**src/hdl/rss_pkg.sv**
```systemverilog
// Shared types and codes for the record stack with name sort.
// Used by the top level record_stack_with_name_sort; no dependencies.
package rss_pkg;

  localparam logic [1:0] REQ_PUSH = 2'd0;
  localparam logic [1:0] REQ_POP  = 2'd1;
  localparam logic [1:0] REQ_SORT = 2'd2;
  localparam logic [1:0] REQ_DUMP = 2'd3;

  localparam logic [1:0] STAT_DONE    = 2'd0;
  localparam logic [1:0] STAT_IGNORED = 2'd1;
  localparam logic [1:0] STAT_EMPTY   = 2'd2;

  typedef struct packed {
    logic [1:0]  req_type;
    logic [63:0] rec_name;
    logic [7:0]  rec_kind;
    logic [31:0] rec_temp_a;
    logic [31:0] rec_temp_b;
  } in_item_t;

  typedef struct packed {
    logic [1:0]  status;
    logic [3:0]  entry_count;
    logic        is_sorted;
    logic [63:0] out_name;
    logic [7:0]  out_kind;
    logic [31:0] out_temp_a;
    logic [31:0] out_temp_b;
    logic        last;
  } out_item_t;

  // One table entry as held in the record memory.
  typedef struct packed {
    logic [63:0] name;
    logic [7:0]  kind;
    logic [31:0] temp_a;
    logic [31:0] temp_b;
  } record_t;

endpackage

```
**src/hdl/rss_ram.sv**
```systemverilog
// Generic single-clock RAM: one write port, one read port, registered read.
// No dependencies.
module rss_ram #(
  parameter int WIDTH = 136,
  parameter int DEPTH = 12
) (
  input  logic                     clk,
  input  logic                     we,
  input  logic [$clog2(DEPTH)-1:0] waddr,
  input  logic [WIDTH-1:0]         wdata,
  input  logic [$clog2(DEPTH)-1:0] raddr,
  output logic [WIDTH-1:0]         rdata
);

  logic [WIDTH-1:0] mem [DEPTH];

  always_ff @(posedge clk) begin
    if (we) begin
      mem[waddr] <= wdata;
    end
    rdata <= mem[raddr];
  end

endmodule

```
**src/hdl/record_stack_with_name_sort.sv**
```systemverilog
// Top level of the record stack with name sort: request sequencer around one record RAM.
// Depends on rss_pkg and rss_ram.
//
// Usage:
//   Requests arrive on in_valid/in_ready/in_data (push, pop, sort, dump); results
//   leave on out_valid/out_ready/out_data. Every transfer happens when valid and
//   ready are both high. Push, pop and sort give one result; dump gives one result
//   per stored record (bottom of the stack first, last set on the final one), or a
//   single empty-table result.
//   One request is worked on at a time; in_ready is high only when the sequencer is
//   idle. A finished result sits in the output register, so the next request can be
//   taken while it waits.
//   Dump gives one result per cycle after the first read, unless the receiver
//   stalls. Sort of n records walks the exchange loop through the single RAM read
//   port, one compare per cycle plus a load and a write-back per outer step.
//   Reset clears the fill count and the sorted flag; the RAM is not cleared since
//   entries above the fill count are never read.
//   When the receiver stalls, the result holds in the output register and the
//   sequencer waits before producing the next one.
module record_stack_with_name_sort #(
  parameter int CAPACITY = 12
) (
  input  logic              clk,
  input  logic              rst_n,
  input  logic              in_valid,
  output logic              in_ready,
  input  rss_pkg::in_item_t in_data,
  output logic              out_valid,
  input  logic              out_ready,
  output rss_pkg::out_item_t out_data
);
  import rss_pkg::*;

  localparam int AW = $clog2(CAPACITY);
  localparam int CW = $clog2(CAPACITY + 1);
  localparam int RW = $bits(record_t);

  typedef enum logic [2:0] {
    S_IDLE,
    S_EXEC,
    S_SORT_CUR,
    S_SORT_CMP,
    S_SORT_WB,
    S_SORT_DONE,
    S_DUMP
  } state_t;

  state_t    state_r, state_nxt;
  in_item_t  req_r, req_nxt;
  logic [CW-1:0] cnt_r, cnt_nxt;
  logic      sorted_r, sorted_nxt;
  logic [AW-1:0] i_r, i_nxt;
  logic [AW-1:0] j_r, j_nxt;
  record_t   cur_r, cur_nxt;
  logic      out_valid_r, out_valid_nxt;
  out_item_t out_data_r, out_data_nxt;

  logic          mem_we;
  logic [AW-1:0] mem_waddr;
  record_t       mem_wdata;
  logic [AW-1:0] mem_raddr;
  record_t       mem_rdata;

  logic          slot_free;
  logic          out_load;
  logic [1:0]    out_status;
  logic          out_last;
  record_t       out_rec;
  logic          j_at_top;
  logic          i_at_end;

  rss_ram #(
    .WIDTH(RW),
    .DEPTH(CAPACITY)
  ) u_ram (
    .clk  (clk),
    .we   (mem_we),
    .waddr(mem_waddr),
    .wdata(mem_wdata),
    .raddr(mem_raddr),
    .rdata(mem_rdata)
  );

  assign slot_free = !out_valid_r || out_ready;
  assign j_at_top  = (CW'(j_r) + CW'(1)) == cnt_r;
  assign i_at_end  = (CW'(i_r) + CW'(2)) == cnt_r;

  assign in_ready  = (state_r == S_IDLE);
  assign out_valid = out_valid_r;
  assign out_data  = out_data_r;

  always_comb begin
    state_nxt  = state_r;
    req_nxt    = req_r;
    cnt_nxt    = cnt_r;
    sorted_nxt = sorted_r;
    i_nxt      = i_r;
    j_nxt      = j_r;
    cur_nxt    = cur_r;
    mem_we     = 1'b0;
    mem_waddr  = j_r;
    mem_wdata  = cur_r;
    mem_raddr  = j_r;
    out_load   = 1'b0;
    out_status = STAT_DONE;
    out_last   = 1'b1;
    out_rec    = '0;

    unique case (state_r)
      S_IDLE: begin
        if (in_valid) begin
          req_nxt   = in_data;
          state_nxt = S_EXEC;
        end
      end
      S_EXEC: begin
        unique case (req_r.req_type)
          REQ_PUSH: begin
            if (slot_free) begin
              out_load  = 1'b1;
              state_nxt = S_IDLE;
              if (cnt_r == CW'(CAPACITY)) begin
                out_status = STAT_IGNORED;
              end else begin
                mem_we     = 1'b1;
                mem_waddr  = cnt_r[AW-1:0];
                mem_wdata  = '{name:   req_r.rec_name,
                               kind:   req_r.rec_kind,
                               temp_a: req_r.rec_temp_a,
                               temp_b: req_r.rec_temp_b};
                cnt_nxt    = cnt_r + CW'(1);
                sorted_nxt = 1'b0;
              end
            end
          end
          REQ_POP: begin
            if (slot_free) begin
              out_load  = 1'b1;
              state_nxt = S_IDLE;
              if (cnt_r == '0) begin
                out_status = STAT_IGNORED;
              end else begin
                cnt_nxt = cnt_r - CW'(1);
              end
            end
          end
          REQ_SORT: begin
            if (cnt_r < CW'(2)) begin
              if (slot_free) begin
                out_load  = 1'b1;
                state_nxt = S_IDLE;
              end
            end else begin
              i_nxt     = '0;
              mem_raddr = '0;
              state_nxt = S_SORT_CUR;
            end
          end
          REQ_DUMP: begin
            if (cnt_r == '0) begin
              if (slot_free) begin
                out_load   = 1'b1;
                out_status = STAT_EMPTY;
                state_nxt  = S_IDLE;
              end
            end else begin
              j_nxt     = '0;
              mem_raddr = '0;
              state_nxt = S_DUMP;
            end
          end
          default: state_nxt = S_IDLE;
        endcase
      end
      // The smallest name seen so far for slot i is held in cur_r for the whole inner pass.
      S_SORT_CUR: begin
        cur_nxt   = mem_rdata;
        j_nxt     = i_r + AW'(1);
        mem_raddr = i_r + AW'(1);
        state_nxt = S_SORT_CMP;
      end
      S_SORT_CMP: begin
        if (cur_r.name > mem_rdata.name) begin
          mem_we    = 1'b1;
          mem_waddr = j_r;
          mem_wdata = cur_r;
          cur_nxt   = mem_rdata;
        end
        if (j_at_top) begin
          state_nxt = S_SORT_WB;
        end else begin
          j_nxt     = j_r + AW'(1);
          mem_raddr = j_r + AW'(1);
        end
      end
      S_SORT_WB: begin
        mem_we    = 1'b1;
        mem_waddr = i_r;
        mem_wdata = cur_r;
        if (i_at_end) begin
          state_nxt = S_SORT_DONE;
        end else begin
          i_nxt     = i_r + AW'(1);
          mem_raddr = i_r + AW'(1);
          state_nxt = S_SORT_CUR;
        end
      end
      S_SORT_DONE: begin
        if (slot_free) begin
          out_load   = 1'b1;
          sorted_nxt = 1'b1;
          state_nxt  = S_IDLE;
        end
      end
      S_DUMP: begin
        // Read address stays on j while the output is stalled.
        if (slot_free) begin
          out_load = 1'b1;
          out_rec  = mem_rdata;
          out_last = j_at_top;
          if (j_at_top) begin
            state_nxt = S_IDLE;
          end else begin
            j_nxt     = j_r + AW'(1);
            mem_raddr = j_r + AW'(1);
          end
        end
      end
      default: state_nxt = S_IDLE;
    endcase

    out_valid_nxt = out_load ? 1'b1 : (out_ready ? 1'b0 : out_valid_r);
    out_data_nxt  = out_data_r;
    if (out_load) begin
      out_data_nxt = '{status:      out_status,
                       entry_count: 4'(cnt_nxt),
                       is_sorted:   sorted_nxt,
                       out_name:    out_rec.name,
                       out_kind:    out_rec.kind,
                       out_temp_a:  out_rec.temp_a,
                       out_temp_b:  out_rec.temp_b,
                       last:        out_last};
    end
  end

  always_ff @(posedge clk) begin
    if (!rst_n) begin
      state_r     <= S_IDLE;
      cnt_r       <= '0;
      sorted_r    <= 1'b0;
      out_valid_r <= 1'b0;
    end else begin
      state_r     <= state_nxt;
      cnt_r       <= cnt_nxt;
      sorted_r    <= sorted_nxt;
      out_valid_r <= out_valid_nxt;
    end
    req_r      <= req_nxt;
    i_r        <= i_nxt;
    j_r        <= j_nxt;
    cur_r      <= cur_nxt;
    out_data_r <= out_data_nxt;
  end

endmodule
```
**config.mk**
```make
export PLATFORM = sky130hd
export DESIGN_NAME = record_stack_with_name_sort
export DESIGN_NICKNAME = d
export VERILOG_FILES = /design/src/hdl/rss_pkg.sv /design/src/hdl/rss_ram.sv /design/src/hdl/record_stack_with_name_sort.sv
export SDC_FILE = /design/constraint.sdc
export NUM_CORES = 2
export LEC_CHECK = 0
export BUFFER_PORTS_ARGS = -buffer_cell sky130_fd_sc_hd__buf_4
export CAP_MARGIN = 30
export CORE_MARGIN = 1.5
export CORE_UTILIZATION = 39
export DETAILED_ROUTE_END_ITERATION = 10
export SLEW_MARGIN = 15
export SYNTH_ARGS = -nofsm -noshare
export SYNTH_HDL_FRONTEND = slang
export SYNTH_SLANG_ARGS = --single-unit
```
**constraint.sdc**
```tcl
create_clock -name clk -period 17.62 [get_ports clk]
set_input_delay 0.881 -clock clk [delete_from_list [all_inputs] [get_ports clk]]
set_output_delay 0.881 -clock clk [all_outputs]
set_load 0.01 [all_outputs]
```
==> qor.csv <==
stage,metric,value,unit
outcome,status,finished clean,
yosys,synth_top_area_share,71.9,%
route,drt_pass1_iterations,5,
floorplan,io-pin-count,288,
sta,max_clock_freq,157,MHz
global_routing,grt_max_degree,176,
worst_setup_path,r2r_slack,11.27,ns
yosys,synth-warning-count,0,
power,p_sw,4.25,mW
worst_setup_path,crit_fanout,45,
floorplan,dieArea,223000,sq um
sta,period_needed,6.35,ns
power,p_per_area,148,nW/um^2
sta,setup_viol,0,
placed_design,port_buffers,287,
placed_design,hpwl,112000,microns
power,seqPwrFrac,45.8,%
run,cap_violations,0,
yosys,synth_commonest_cells,"2058 x edfxtp_1, 759 x mux2i_1, 239 x a211oi_1",
clock_network,htree_levels,4,
layout,drive_above_1_share,16.8,%
power,leakagePower,34.2,nW
layout,nFillCells,18700,
sta,worst_pin_slew,1.22,ns
global_routing,grt_remaining_overflow,0,
power,pwr-share-comb,21.6,%
sta,timing.final.crit_share,36.0,%
hold_path,holdPathStages,1,
floorplan,core_area,219000,sq um
clock_network,clock-sinks,2203,
hold_path,min_from,in_data[99],
clock_network,post_cts_buffers,0,
floorplan,die_h,472,microns
hold_path,hold_path_class,input port to flip-flop,
sta,slew_violations,0,
yosys,synthCells,4848,
route,vias,44800,
worst_setup_path,worst-endpoint-arrival,6.87,ns
yosys,yosys-top-cells-area,"edfxtp_1 72%, mux2i_1 8.8%, dfxtp_1 3.4%",
worst_setup_path,cp-start-kind,flip-flop,
yosys,synth_edf_count,2058,
power,clkPwrFrac,32.7,%
clock_network,cts_resized,0,
sta,setup_tns,0,ns
yosys,yosysSeqAreaShare,75.3,%
global_routing,grt.total_usage,18.9,%
worst_setup_path,end_kind,flip-flop,
yosys,synth_seq_cells,2203,
sta,hold_viol_final,0,
sta,grt_setup_unrepaired,no,
worst_setup_path,r2r_start,state_r[0],
route,drt_iter0_markers,3698,
global_routing,grt_pass1_vias,45100,
power,power.internal,10.3,mW
sta,fin_skew,0.0429,ns
layout,final_nets,5338,
yosys,syn_area,86000,sq um
global_routing,antenna_found_initial,17,
clock_network,cts_buffers,223,
clock_network,clock-root-buffer,clkbuf_16,
worst_setup_path,r2r-end,u_ram.mem[8][25],
yosys,avgSynthCellArea,17.7,sq um
yosys,yosysMostFrequentCell,edfxtp_1,
power,ir_worst_vdd,0.187,mV
floorplan,die_w,472,microns
worst_setup_path,crit_type,flip-flop to flip-flop,
yosys,synth-main-ff-cell,edfxtp_1,
route,via_per_inst,5.47,
clock_network,hold_buffers,0,
layout,synthToLayoutAreaGrowth,14.9,%
route,ant_nets,0,
route,wirelength,215000,microns
yosys,synth.distinct_cells,69,
layout,utilization,45.0,%
yosys,synth_fp_nets,5059,
sta,relSlewSlack,18.9,%
worst_setup_path,r2r_cells,12,
floorplan,initial_core_util,39.2,%
yosys,synth_top_area_cell,edfxtp_1,
power,p_sw_share,29.1,%
worst_setup_path,critPathRequiredTime,18.14,ns
hold_path,holdPathEnd,req_r[99],
clock_network,insertion_delay,0.87,ns
floorplan,std_cell_rows,172,
clock_network,cts_tree,done,
route,post-route-drc-count,0,
placed_design,gp_congestion,0.787,
clock_network,cts_buffer_depth,3,
route,routedWlPerCell,26.2,microns
yosys,async_reset_ff_share,0,%
clock_network,path_clk_slew,0.07,ns
global_routing,grt_pass1_wl,311000,microns
==> cells by family (layout without fill, tap and decap cells) <==
| kind of cell | Yosys count | count (layout) | share of synthesized area (%) |
|---|---|---|---|
| xor+xnor | 14 | 14 | 0.176 |
| buf+inv | 390 | 868 | 2.30 |
| mux | 896 | 896 | 10.6 |
| compound gates | 786 | 786 | 7.38 |
| flops | 2203 | 2203 | 75.3 |
| other cells | 0 | 7 | 0 |
| fa+ha+maj | 69 | 69 | 1.00 |
| simple gates | 490 | 490 | 3.24 |
==> worst max-delay path, cell delays in order (launching register included) <==
cell and delay, ns:
dfxtp_1 0.80, nor2b_1 0.67, nand2_1 0.35, or2_4 0.54
and2_0 0.34, a221o_1 0.34, nor2_1 0.24, nand3_1 0.18
a21oi_4 0.13, buf_4 0.67, buf_4 0.86, buf_4 0.51
buf_16 0.32
==> routing by layer <==
layer,part of all wire (%),global-route usage [%],up-vias,wire length [microns]
met5,0.063,0.346,-,135
met2,47,30.0,1177,100000
met4,3.2,6.68,6,6890
met3,4.6,2.77,308,9990
met1,45,26.4,23300,97300
li1,-,-,20100,-
==> power groups by stage <==
stage                     combinational [mW]  sequential (mW)  clock, mW
after detailed placement                3.15             6.78          0
after global placement                  3.09             6.78          0
after floorplan                         2.16             6.73          0
final                                   3.15             6.67       4.76
after CTS                               3.16             6.68       4.87
after global routing                    3.40             6.70       5.07
==> cells in the final DEF, fill, tap and decap left out, drive strengths merged, types with 37 or more instances in the layout <==
cell type,n
a2111oi,233
buf,373
ha,69
a211oi,241
dfxtp,145
inv,80
edfxtp,2058
a21oi,37
a211o,99
nor2,45
mux2,137
nor3,70
mux2i,759
clkinv,85
o21a,40
a221o,45
clkbuf,301
and2,276
==> flip-flops by register name, indices dropped and copies added (netlist names) <==
signal       flops
u_ram.mem     1632
out_data       144
u_ram.rdata    136
out_valid        1
cur_r          136
sorted_r         1
j_r              4
req_r          138
i_r              4
cnt_r            4
state_r          3
==> worst max-delay path by stage <==
stage,startpoint,endpoint,cells after the start
global route,state_r[0],u_ram.mem[8][27],12
global placement,state_r[0],u_ram.rdata[33],12
CTS,state_r[0],u_ram.rdata[68],11
floorplan,out_ready,u_ram.mem[4][0],10
finish,state_r[0],u_ram.mem[8][25],12
detailed placement,out_ready,u_ram.rdata[68],12
==> layout make-up <==
cell class	instances	area, sq um	share of cell area [%]
multi-input combinational	2255	19500	19.8
inverter	70	263	0.266
clock inverter	124	1230	1.25
timing repair buffer	374	3200	3.24
clock buffer	300	6220	6.29
antenna	7	17.5	0.0177
tap	2871	3590	3.64
sequential	2203	64700	65.5
==> metrics by stage <==
stage	total power [mW]	setup WS, ns	hold WS [ns]	cells	cell area, sq um
2_1_floorplan	8.89	7.71	0.400	4848	86000
3_3_place_gp	9.87	11.03	0.405	7760	91000
3_5_place_dp	9.93	11.15	0.407	7768	91200
4_1_cts	14.7	11.11	0.107	8192	98600
5_1_grt	15.2	10.87	0.132	8201	98800
6_report	14.6	11.27	0.187	8204	98800
No activity file was read; power rests on OpenSTA's default activity.
